## config.mk

```make
export PLATFORM = sky130hd
export DESIGN_NAME = days_between_dates
export DESIGN_NICKNAME = d
export VERILOG_FILES = /design/src/sv/dbd_pkg.sv /design/src/sv/days_between_dates.sv
export SDC_FILE = /design/constraint.sdc
export NUM_CORES = 2
export LEC_CHECK = 0
export ABC_AREA = 1
export BUFFER_PORTS_ARGS = -buffer_cell sky130_fd_sc_hd__buf_2
export CAP_MARGIN = 15
export CORE_ASPECT_RATIO = 1.75
export CORE_UTILIZATION = 61
export CTS_BUF_LIST = sky130_fd_sc_hd__clkbuf_4
export DETAILED_ROUTE_END_ITERATION = 7
export PLACE_DENSITY = 0.78
export SYNTH_ARGS = -nofsm -noshare
export SYNTH_HDL_FRONTEND = slang
export SYNTH_SLANG_ARGS = --single-unit
```

## constraint.sdc

```tcl
create_clock -name clk -period 12.3 [get_ports clk]
set_input_delay 2.46 -clock clk [delete_from_list [all_inputs] [get_ports clk]]
set_output_delay 2.46 -clock clk [all_outputs]
set_load 0.01 [all_outputs]
```

## src/sv/dbd_pkg.sv

```systemverilog
package dbd_pkg;

  typedef logic [26:0]        date_t;
  typedef logic signed [22:0] count_t;
  typedef logic [2:0]         status_t;

  typedef enum logic [1:0] {
    ST_IDLE,
    ST_DIV,
    ST_FIN1,
    ST_FIN2
  } state_t;

  // divide jobs, run in this order for each pair of dates
  typedef logic [2:0] job_t;
  localparam job_t JOB_SDATE  = 3'd0;  // start word / 10000
  localparam job_t JOB_SMONTH = 3'd1;  // start mmdd / 100
  localparam job_t JOB_SYEAR  = 3'd2;  // start year / 100
  localparam job_t JOB_EDATE  = 3'd3;
  localparam job_t JOB_EMONTH = 3'd4;
  localparam job_t JOB_EYEAR  = 3'd5;

  localparam logic [26:0] DIV_YEAR = 27'd10000;
  localparam logic [26:0] DIV_CENT = 27'd100;

  // quotient = (x * recip) >> shift, exact for a 27-bit word and a 14-bit mmdd or year
  localparam logic [26:0] RECIP_YEAR = 27'd109951163;  // ceil(2^40 / 10000)
  localparam logic [26:0] RECIP_CENT = 27'd20972;      // ceil(2^21 / 100)

  localparam status_t STAT_OK       = 3'd0;
  localparam status_t STAT_FEB30    = 3'd1;
  localparam status_t STAT_START_29 = 3'd2;
  localparam status_t STAT_END_29   = 3'd3;
  localparam status_t STAT_ORDER    = 3'd4;

endpackage

```

## src/sv/days_between_dates.sv

```systemverilog
// Signed day count between two Gregorian dates, each given as a decimal
// word mmddyyyy. A single shared multiplier splits each date by 10000, the
// mmdd part by 100 and the year by 100, each split as a reciprocal multiply
// for the quotient, then quotient times divisor for the remainder. ST_FIN1
// then registers the day figures and leap counts, and ST_FIN2 forms the
// final sum. in_stall stays high from acceptance until the result is
// loaded into the output register; a result waiting there does not hold off
// the next word, but a stalled output register delays the load by the length
// of the stall. On any status other than zero the count is zero.
// Months and days outside the calendar are not checked.
module days_between_dates (
  input  logic             clk,
  input  logic             rst_n,
  input  logic             in_valid,
  output logic             in_stall,
  input  dbd_pkg::date_t   in_start_date,
  input  dbd_pkg::date_t   in_end_date,
  output logic             out_valid,
  input  logic             out_stall,
  output dbd_pkg::count_t  out_day_count,
  output dbd_pkg::status_t out_status
);
  import dbd_pkg::*;

  state_t state_r, state_nxt;
  job_t   job_r;
  logic        step_r;
  logic [13:0] quo_r;
  logic [26:0] div_r;
  date_t       ev_r;

  logic [13:0] ys_r, ye_r;
  logic [7:0]  ms_r, me_r;
  logic [6:0]  ds_r, de_r;
  logic [6:0]  yhs_r, yhe_r;  // year / 100
  logic [6:0]  yls_r, yle_r;  // year % 100

  logic signed [15:0] fs_r, fe_r;
  logic        leap_s_r;
  logic [13:0] ls_r, le_r;
  status_t     stat_r;

  logic    out_valid_r;
  count_t  out_day_count_r;
  status_t out_status_r;

  logic accept, step_en, fin1_en, deliver;

  logic        wide_job;
  logic        step_done;
  logic [26:0] mul_a, mul_b;
  logic [53:0] prod;
  logic [13:0] quo_step;
  logic [26:0] rem_full;
  logic [13:0] rem_step;
  logic [26:0] next_load;

  // ---------------------------------------------------------------- helpers
  function automatic logic is_leap(input logic [13:0] y, input logic [6:0] r100,
                                   input logic [6:0] q100);
    is_leap = (r100 != 7'd0) ? (y[1:0] == 2'd0) : (q100[1:0] == 2'd0);
  endfunction

  // long months strictly before month m, capped at December
  function automatic logic [2:0] long_before(input logic [7:0] m);
    logic [2:0] n;
    n = 3'd0;
    if (m >= 8'd13) begin
      n = 3'd7;
    end else begin
      unique case (m[3:0])
        4'd2, 4'd3:   n = 3'd1;
        4'd4, 4'd5:   n = 3'd2;
        4'd6, 4'd7:   n = 3'd3;
        4'd8:         n = 3'd4;
        4'd9, 4'd10:  n = 3'd5;
        4'd11, 4'd12: n = 3'd6;
        default:      n = 3'd0;
      endcase
    end
    long_before = n;
  endfunction

  function automatic logic signed [15:0] day_fig(input logic [7:0] m, input logic [6:0] d,
                                                 input logic leap);
    logic [15:0] n;
    n = {8'd0, m} * 16'd30 + {9'd0, d} - 16'd30 + {13'd0, long_before(m)};
    if (m > 8'd2) begin
      n = n - (leap ? 16'd1 : 16'd2);
    end
    day_fig = $signed(n);
  endfunction

  // ---------------------------------------------------------------- control
  always_comb begin
    state_nxt = state_r;
    unique case (state_r)
      ST_IDLE: if (in_valid) state_nxt = ST_DIV;
      ST_DIV: begin
        if (step_done && job_r == JOB_EYEAR) state_nxt = ST_FIN1;
      end
      ST_FIN1: state_nxt = ST_FIN2;
      ST_FIN2: if (!out_valid_r || !out_stall) state_nxt = ST_IDLE;
      default: state_nxt = ST_IDLE;
    endcase
  end

  always_comb begin
    in_stall = 1'b1;
    accept   = 1'b0;
    step_en  = 1'b0;
    fin1_en  = 1'b0;
    deliver  = 1'b0;
    unique case (state_r)
      ST_IDLE: begin
        in_stall = 1'b0;
        accept   = in_valid;
      end
      ST_DIV:  step_en = 1'b1;
      ST_FIN1: fin1_en = 1'b1;
      ST_FIN2: deliver = !out_valid_r || !out_stall;
      default: in_stall = 1'b1;
    endcase
  end

  always_ff @(posedge clk) begin
    if (!rst_n) begin
      state_r <= ST_IDLE;
    end else begin
      state_r <= state_nxt;
    end
  end

  // ---------------------------------------------------------------- divider
  assign wide_job  = (job_r == JOB_SDATE) || (job_r == JOB_EDATE);
  assign step_done = step_r;

  // first step: operand times reciprocal; second step: quotient times divisor
  assign mul_a    = step_r ? {13'd0, quo_r} : div_r;
  assign mul_b    = step_r ? (wide_job ? DIV_YEAR : DIV_CENT)
                           : (wide_job ? RECIP_YEAR : RECIP_CENT);
  assign prod     = {27'd0, mul_a} * {27'd0, mul_b};
  assign quo_step = wide_job ? prod[53:40] : prod[34:21];
  assign rem_full = div_r - prod[26:0];
  assign rem_step = rem_full[13:0];

  // operand of the job that follows the one finishing now
  always_comb begin
    unique case (job_r)
      JOB_SDATE:  next_load = {13'd0, quo_r};
      JOB_SMONTH: next_load = {13'd0, ys_r};
      JOB_SYEAR:  next_load = ev_r;
      JOB_EDATE:  next_load = {13'd0, quo_r};
      JOB_EMONTH: next_load = {13'd0, ye_r};
      default:    next_load = div_r;
    endcase
  end

  always_ff @(posedge clk) begin
    if (!rst_n) begin
      job_r  <= JOB_SDATE;
      step_r <= 1'b0;
    end else if (accept) begin
      job_r  <= JOB_SDATE;
      step_r <= 1'b0;
    end else if (step_en) begin
      if (step_done) begin
        job_r <= job_r + 3'd1;
      end
      step_r <= !step_r;
    end
  end

  always_ff @(posedge clk) begin
    if (accept) begin
      div_r <= in_start_date;
      ev_r  <= in_end_date;
    end else if (step_en) begin
      if (!step_done) begin
        quo_r <= quo_step;
      end else begin
        div_r <= next_load;
        unique case (job_r)
          JOB_SDATE:  ys_r <= rem_step;
          JOB_SMONTH: begin
            ds_r <= rem_step[6:0];
            ms_r <= quo_r[7:0];
          end
          JOB_SYEAR: begin
            yls_r <= rem_step[6:0];
            yhs_r <= quo_r[6:0];
          end
          JOB_EDATE:  ye_r <= rem_step;
          JOB_EMONTH: begin
            de_r <= rem_step[6:0];
            me_r <= quo_r[7:0];
          end
          default: begin
            yle_r <= rem_step[6:0];
            yhe_r <= quo_r[6:0];
          end
        endcase
      end
    end
  end

  // ---------------------------------------------------------------- finish
  logic        leap_s, leap_e;
  logic [13:0] ye_m1;
  logic [6:0]  he_m1;
  status_t     stat_c;

  assign leap_s = is_leap(ys_r, yls_r, yhs_r);
  assign leap_e = is_leap(ye_r, yle_r, yhe_r);
  assign ye_m1  = ye_r - 14'd1;
  assign he_m1  = (yle_r == 7'd0) ? yhe_r - 7'd1 : yhe_r;

  always_comb begin
    priority if ((ms_r == 8'd2 && ds_r == 7'd30) || (me_r == 8'd2 && de_r == 7'd30)) begin
      stat_c = STAT_FEB30;
    end else if (ms_r == 8'd2 && ds_r == 7'd29 && !leap_s) begin
      stat_c = STAT_START_29;
    end else if (me_r == 8'd2 && de_r == 7'd29 && !leap_e) begin
      stat_c = STAT_END_29;
    end else if (ys_r > ye_r) begin
      stat_c = STAT_ORDER;
    end else begin
      stat_c = STAT_OK;
    end
  end

  always_ff @(posedge clk) begin
    if (fin1_en) begin
      fs_r     <= day_fig(ms_r, ds_r, leap_s);
      fe_r     <= day_fig(me_r, de_r, leap_e);
      leap_s_r <= leap_s;
      // leap years in 1..n as n/4 - n/100 + n/400
      ls_r     <= {2'd0, ys_r[13:2]} - {7'd0, yhs_r} + {9'd0, yhs_r[6:2]};
      le_r     <= {2'd0, ye_m1[13:2]} - {7'd0, he_m1} + {9'd0, he_m1[6:2]};
      stat_r   <= stat_c;
    end
  end

  logic [13:0]        span;
  logic [22:0]        full;
  logic signed [24:0] fs_x, fe_x, days_span, days_c;

  assign span = ye_r - ys_r - 14'd1;
  assign full = {9'd0, span} * 23'd365;
  assign fs_x = {{9{fs_r[15]}}, fs_r};
  assign fe_x = {{9{fe_r[15]}}, fe_r};
  assign days_span = $signed({2'd0, full}) + $signed({11'd0, le_r}) - $signed({11'd0, ls_r})
                   + (leap_s_r ? 25'sd366 : 25'sd365) - fs_x + fe_x;

  always_comb begin
    priority if (stat_r != STAT_OK) begin
      days_c = 25'sd0;
    end else if (ys_r < ye_r) begin
      days_c = days_span;
    end else begin
      days_c = fe_x - fs_x;
    end
  end

  // ---------------------------------------------------------------- output word
  always_ff @(posedge clk) begin
    if (!rst_n) begin
      out_valid_r <= 1'b0;
    end else if (deliver) begin
      out_valid_r <= 1'b1;
    end else if (!out_stall) begin
      out_valid_r <= 1'b0;
    end
  end

  always_ff @(posedge clk) begin
    if (deliver) begin
      out_day_count_r <= days_c[22:0];
      out_status_r    <= stat_r;
    end
  end

  assign out_valid     = out_valid_r;
  assign out_day_count = out_day_count_r;
  assign out_status    = out_status_r;

endmodule
```

==> impl_results.md, run 1 <==
- Status: stopped before the end
- Sink Count: 257
- Fail Step: global routing
- Mux share of post-synthesis cell area: 0%
- CTS max path bufs: 3
- Synth Area in XOR/XNOR: 3.20%
- GRT Overall Usage: 50.8%
- CTS resizes: 0
- Err: [ERROR GRT-0116] Global routing finished with congestion. Check the congestion regions in the DRC Viewer.
- Die height: 355 um
- TritonCTS buffer count: 70
- # IOs: 86
- Ys async rst share: 0%
- Largest net degree at the start of global routing: 66
- Simple-gate portion of the synthesized area: 15.1%
- Die Width: 203 um
- Global route total overflow: 4
- Hpwl dp: 135 mm
- Vias in the first global route: 40,000
- Main combinational cell family by area after synthesis: adder cells
- Post-Syn Nets: 6,287
- First-pass GRT wire length: 258 mm
- Placer congestion estimate: 1.10
- Synthesis warning total: 0
- Synth unique cells: 58
- Post-synthesis compound-gate area fraction: 6.79%
- Post-synth EDFFs: 244
- Post-synthesis sequential area ratio: 17.5%
- Seq cells post-synth: 257
- Top_reg_cell synth: edfxtp_1
- CTS Hold Bufs: 0
- Mean post-synth cell area: 8.55 um^2
- Adder-cell share of the synthesized area: 44.5%
- Synth Instances: 5,066
- Cell Area, Synth: 0.0433 mm^2
- Setup repair bufs after CTS: 0
- Placement Rows: 128
- CTS root buf: clkbuf_4
- Port bufs: 85
- Initial Utilization: 61.9%
- H-tree depth: 3
==> logic make-up after synthesis <==
logic type                 count (synthesis)
AOI/OAI and AO/OA                        518
xor gates and xnor gates                 148
adders and majority gates               1163
buffers and inverters                   1482
DFF                                      257
and+or+nand+nor                         1498
==> cell usage after synthesis (5+ instances only) <==
master     count  area, um^2
inv_1       1418        5320
nand2_1      733        2750
fa_1         631       12600
ha_1         532        6660
nor2_1       390        1460
edfxtp_1     244        7330
a21oi_1      216        1080
nand3_1      176         881
o21ai_0      156         781
xor2_1        92         806
xnor2_1       47         412
nand2_2       34         213
nor3_1        32         160
clkbuf_1      31         116
nand4_1       27         169
o21bai_1      24         180
a21o_1        22         165
a31oi_1       21         131
inv_2         20        75.1
or2_2         18         113
nor4_1        16         100
nand3_2       15         150
nor2_2        15        93.8
dfxtp_1       13         260
o21a_1        13        97.6
nand2_4       12         135
a211oi_1      10        75.1
o2111ai_1     10        87.6
a21oi_2        8        70.1
nand3b_1       8        60.1
nor2_4         8        90.1
o21ai_1        8        40.0
a21boi_0       5        37.5
buf_1          5        18.8
o22ai_1        5        31.3
o31ai_1        5        37.5
xor2_2         5        81.3
==> through the flow <==
stage	area, um^2	std cells	utilization [%]	hold WS (ns)	setup WS [ns]
floorplan	43300	5066	-	0.427	4.57
global placement	45100	6064	64.4	0.442	3.36
detailed placement	45100	6064	64.4	0.443	3.29
CTS	46100	6192	65.8	0.459	3.24
==> metal layers <==
layer,global-route usage (%),GRT overflow
met2,84.0,2
met3,20.4,0
met4,57.0,2
met5,0.876,0
met1,43.4,0
==> run 2, diff against run 1 <==
Settings changed: CORE_ASPECT_RATIO 1.75 to default, CORE_UTILIZATION 61 to 40, CTS_BUF_LIST sky130_fd_sc_hd__clkbuf_4 to default, PLACE_DENSITY 0.78 to default, PLACE_DENSITY_LB_ADDON from default to 0.15.
==> impl_results.md, run 2 <==
- Status: complete, no violations (was stopped before the end)
- Sink Count: 257 (unchanged)
- CP max FO: 24
- Seq cells post-synth: 257 (unchanged)
- Critical path class: register to register
- Initial Utilization: 40.4% (was 61.9%)
- FF-to-FF End: quo_r[1]
- Share of layout cells above drive strength 1: 6.42%
- Reg2Reg Setup Slack: 3.07 ns
- First-pass GRT wire length: 215 mm
- Setup repair bufs after CTS: 0 (unchanged)
- Reg-to-Reg Start: job_r[1]
- Max Cap Viol: 0
- Slowest stage cell, crit path: inv_1
- Worst min path class: register to register
- Hold Fails Final Rpt: 0
- Die height: 331 um (was 355 um)
- Post-synth top area share: 29.2% (unchanged)
- Placement Rows: 120 (was 128)
- TritonCTS buffer count: 37 (was 70)
- Setup TNS: 0 ns
- Mux share of post-synthesis cell area: 0% (unchanged)
- Crit share post-route: 75.0%
- Crit path top cell by count: inv_1
- Final instance area: 0.0469 mm^2
- Adder-cell share of the synthesized area: 44.5% (unchanged)
- Drt drc: 0
- Post-place instance area: 0.0456 mm^2 (was 0.0451 mm^2)
- Synth Area in XOR/XNOR: 3.20% (unchanged)
- Vias in the first global route: 34,800
- Post-synth EDFFs: 244 (unchanged)
- Detailed Route WL: 141 mm
- Port bufs: 85 (unchanged)
- CTS root buf: clkbuf_16 (was clkbuf_4)
- Min-Delay Endpoint: out_status[2]
- Drt via density: 4.96
- Clk slew on worst S/H paths: 0.06 ns
- Largest net degree at the start of global routing: 65
- CTS max path bufs: 3 (unchanged)
- Post-Syn Nets: 6,287 (unchanged)
- Synth area leaders: fa_1 29%, edfxtp_1 17%, ha_1 15% (unchanged)
- Post-synthesis compound-gate area fraction: 6.79% (unchanged)
- Commonest cells in the synthesized netlist: 1,418 x inv_1, 733 x nand2_1, 631 x fa_1, 532 x ha_1, 390 x nor2_1 (unchanged)
- Final setup violating endpoints: 0
- H-tree depth: 2 (was 3)
- Synth area leader: fa_1 (unchanged)
- DRT iter0 DRCs: 2,223
- Final ANT Viol Nets: 0
- Antenna violations before repair: 2
- Worst slew margin: 23.1%
- Area grow syn2layout: 8.15%
- CTS Hold Bufs: 0 (unchanged)
- Ant diodes: 0
- CTS tree: built
- Crit. End Element: register
- Core area: 0.107 mm^2
- Worst skew pair latency: 0.64 ns
- Cell Area, Synth: 0.0433 mm^2 (unchanged)
- # IOs: 86 (unchanged)
- Crit path time final: 9.23 ns
- Most common cell in the netlist: inv_1 (unchanged)
- Hpwl dp: 124 mm (was 135 mm)
- Routed wire per std cell: 21.3 um
- Hold path cells: 0
- Nets: 6,399
- Hold Path Origin: stat_r[2]
- Synth Instances: 5,066 (unchanged)
- Slew Limit Fails: 0
- Commonest non-fill, non-tap cell in the layout: inv_1
- Worst Reg-to-Reg Cells: 33
- Post-synthesis sequential area ratio: 17.5% (unchanged)
- Least-Margin Pin Slew: 1.14 ns
- Synthesis warning total: 0 (unchanged)
- Hold_ws: 0.522 ns
- GRT Overall Usage: 26.7%
- Top_reg_cell synth: edfxtp_1 (unchanged)
- WP data arrival: 9.54 ns
- Die Width: 331 um (was 203 um)
- Req. time, crit path: 12.61 ns
- Placer congestion estimate: 0.982 (was 1.10)
- Global route total overflow: 0
- Worst Skew: 0.0539 ns
- Main combinational cell family by area after synthesis: adder cells (unchanged)
- DRT Pass-1 Iters: 5
- Mean post-synth cell area: 8.55 um^2 (unchanged)
- Ys async rst share: 0% (unchanged)
- Unrepaired setup endpoints after global routing: false
- Commonest non-fill, non-tap cells in the layout: 1,417 x inv_1, 733 x nand2_1, 631 x fa_1
- Vias: 32,800
- Fmax: 108 MHz
- CTS resizes: 0 (unchanged)
- Final core occ: 43.7%
- Synth unique cells: 58 (unchanged)
- Max incr delay on CP: 0.92 ns
- Startpoint types: register
- Simple-gate portion of the synthesized area: 15.1% (unchanged)
- Die ar.: 0.110 mm^2
==> run 2: cell counts after synthesis <==
No cell type changed its count.
==> run 2: how the worst max path moves through the flow <==
stage              from   endpoint  slack (ns)  depth (start not counted)
4_1_cts        job_r[0]   quo_r[1]        3.29                         33
5_1_grt        job_r[1]  quo_r[12]        2.82                         33
6_report       job_r[1]   quo_r[1]        3.07                         33
3_3_place_gp   job_r[0]  quo_r[12]        3.45                         33
2_1_floorplan  job_r[0]  quo_r[12]        4.57                         35
3_5_place_dp   job_r[0]   quo_r[1]        3.36                         33
==> run 2: per-layer routing <==
layer	routed length (um)	share of wire (%)	vias to the layer above	GRT usage, %
met4	7100	5.0	0	12.0
met3	5240	3.7	226	2.64
li1	-	-	15700	-
met1	59000	42	16000	33.0
met2	69600	49	794	46.9
met5	0	0	-	0
==> run 2: per-stage QoR <==
stage                     worst slack, ns  cells
after floorplan                      4.57   5066
after global placement               3.45   6542
after detailed placement             3.36   6542
after CTS                            3.29   6609
after global routing                 2.82   6609
final                                3.07   6609
==> run 2: cell type report <==
class,count,area (um^2)
Fill cell,10900,60300
Timing Repair Buffer,114,643
Clock inverter,23,264
Multi-Input combinational cell,3327,30200
Tap cell,1403,1760
Sequential cell,257,7590
Clock buffer,44,982
Inverter,1441,5410
==> run 2: cells by family (layout without fill, tap and decap cells) <==
kind of cell / Yosys count / after routing
buffers and inverters: 1482 / 1622
adder cells (fa/ha/maj): 1163 / 1163
flip-flops: 257 / 257
AND/OR/NAND/NOR: 1498 / 1498
XOR/XNOR: 148 / 148
AO/OA/AOI/OAI: 518 / 518
==> run 2: critical path: cells and delay by family (launching register included) <==
kind            cells  cell delay [ns]
flops               1             0.40
fa+ha+maj          11             4.83
simple gates        8             1.61
buf+inv            11             1.62
compound gates      3             0.40
Power of run 2 is left out: the tool's default activity adds up to more than one toggle a clock period on the data nets, which glitch-free logic cannot reach.
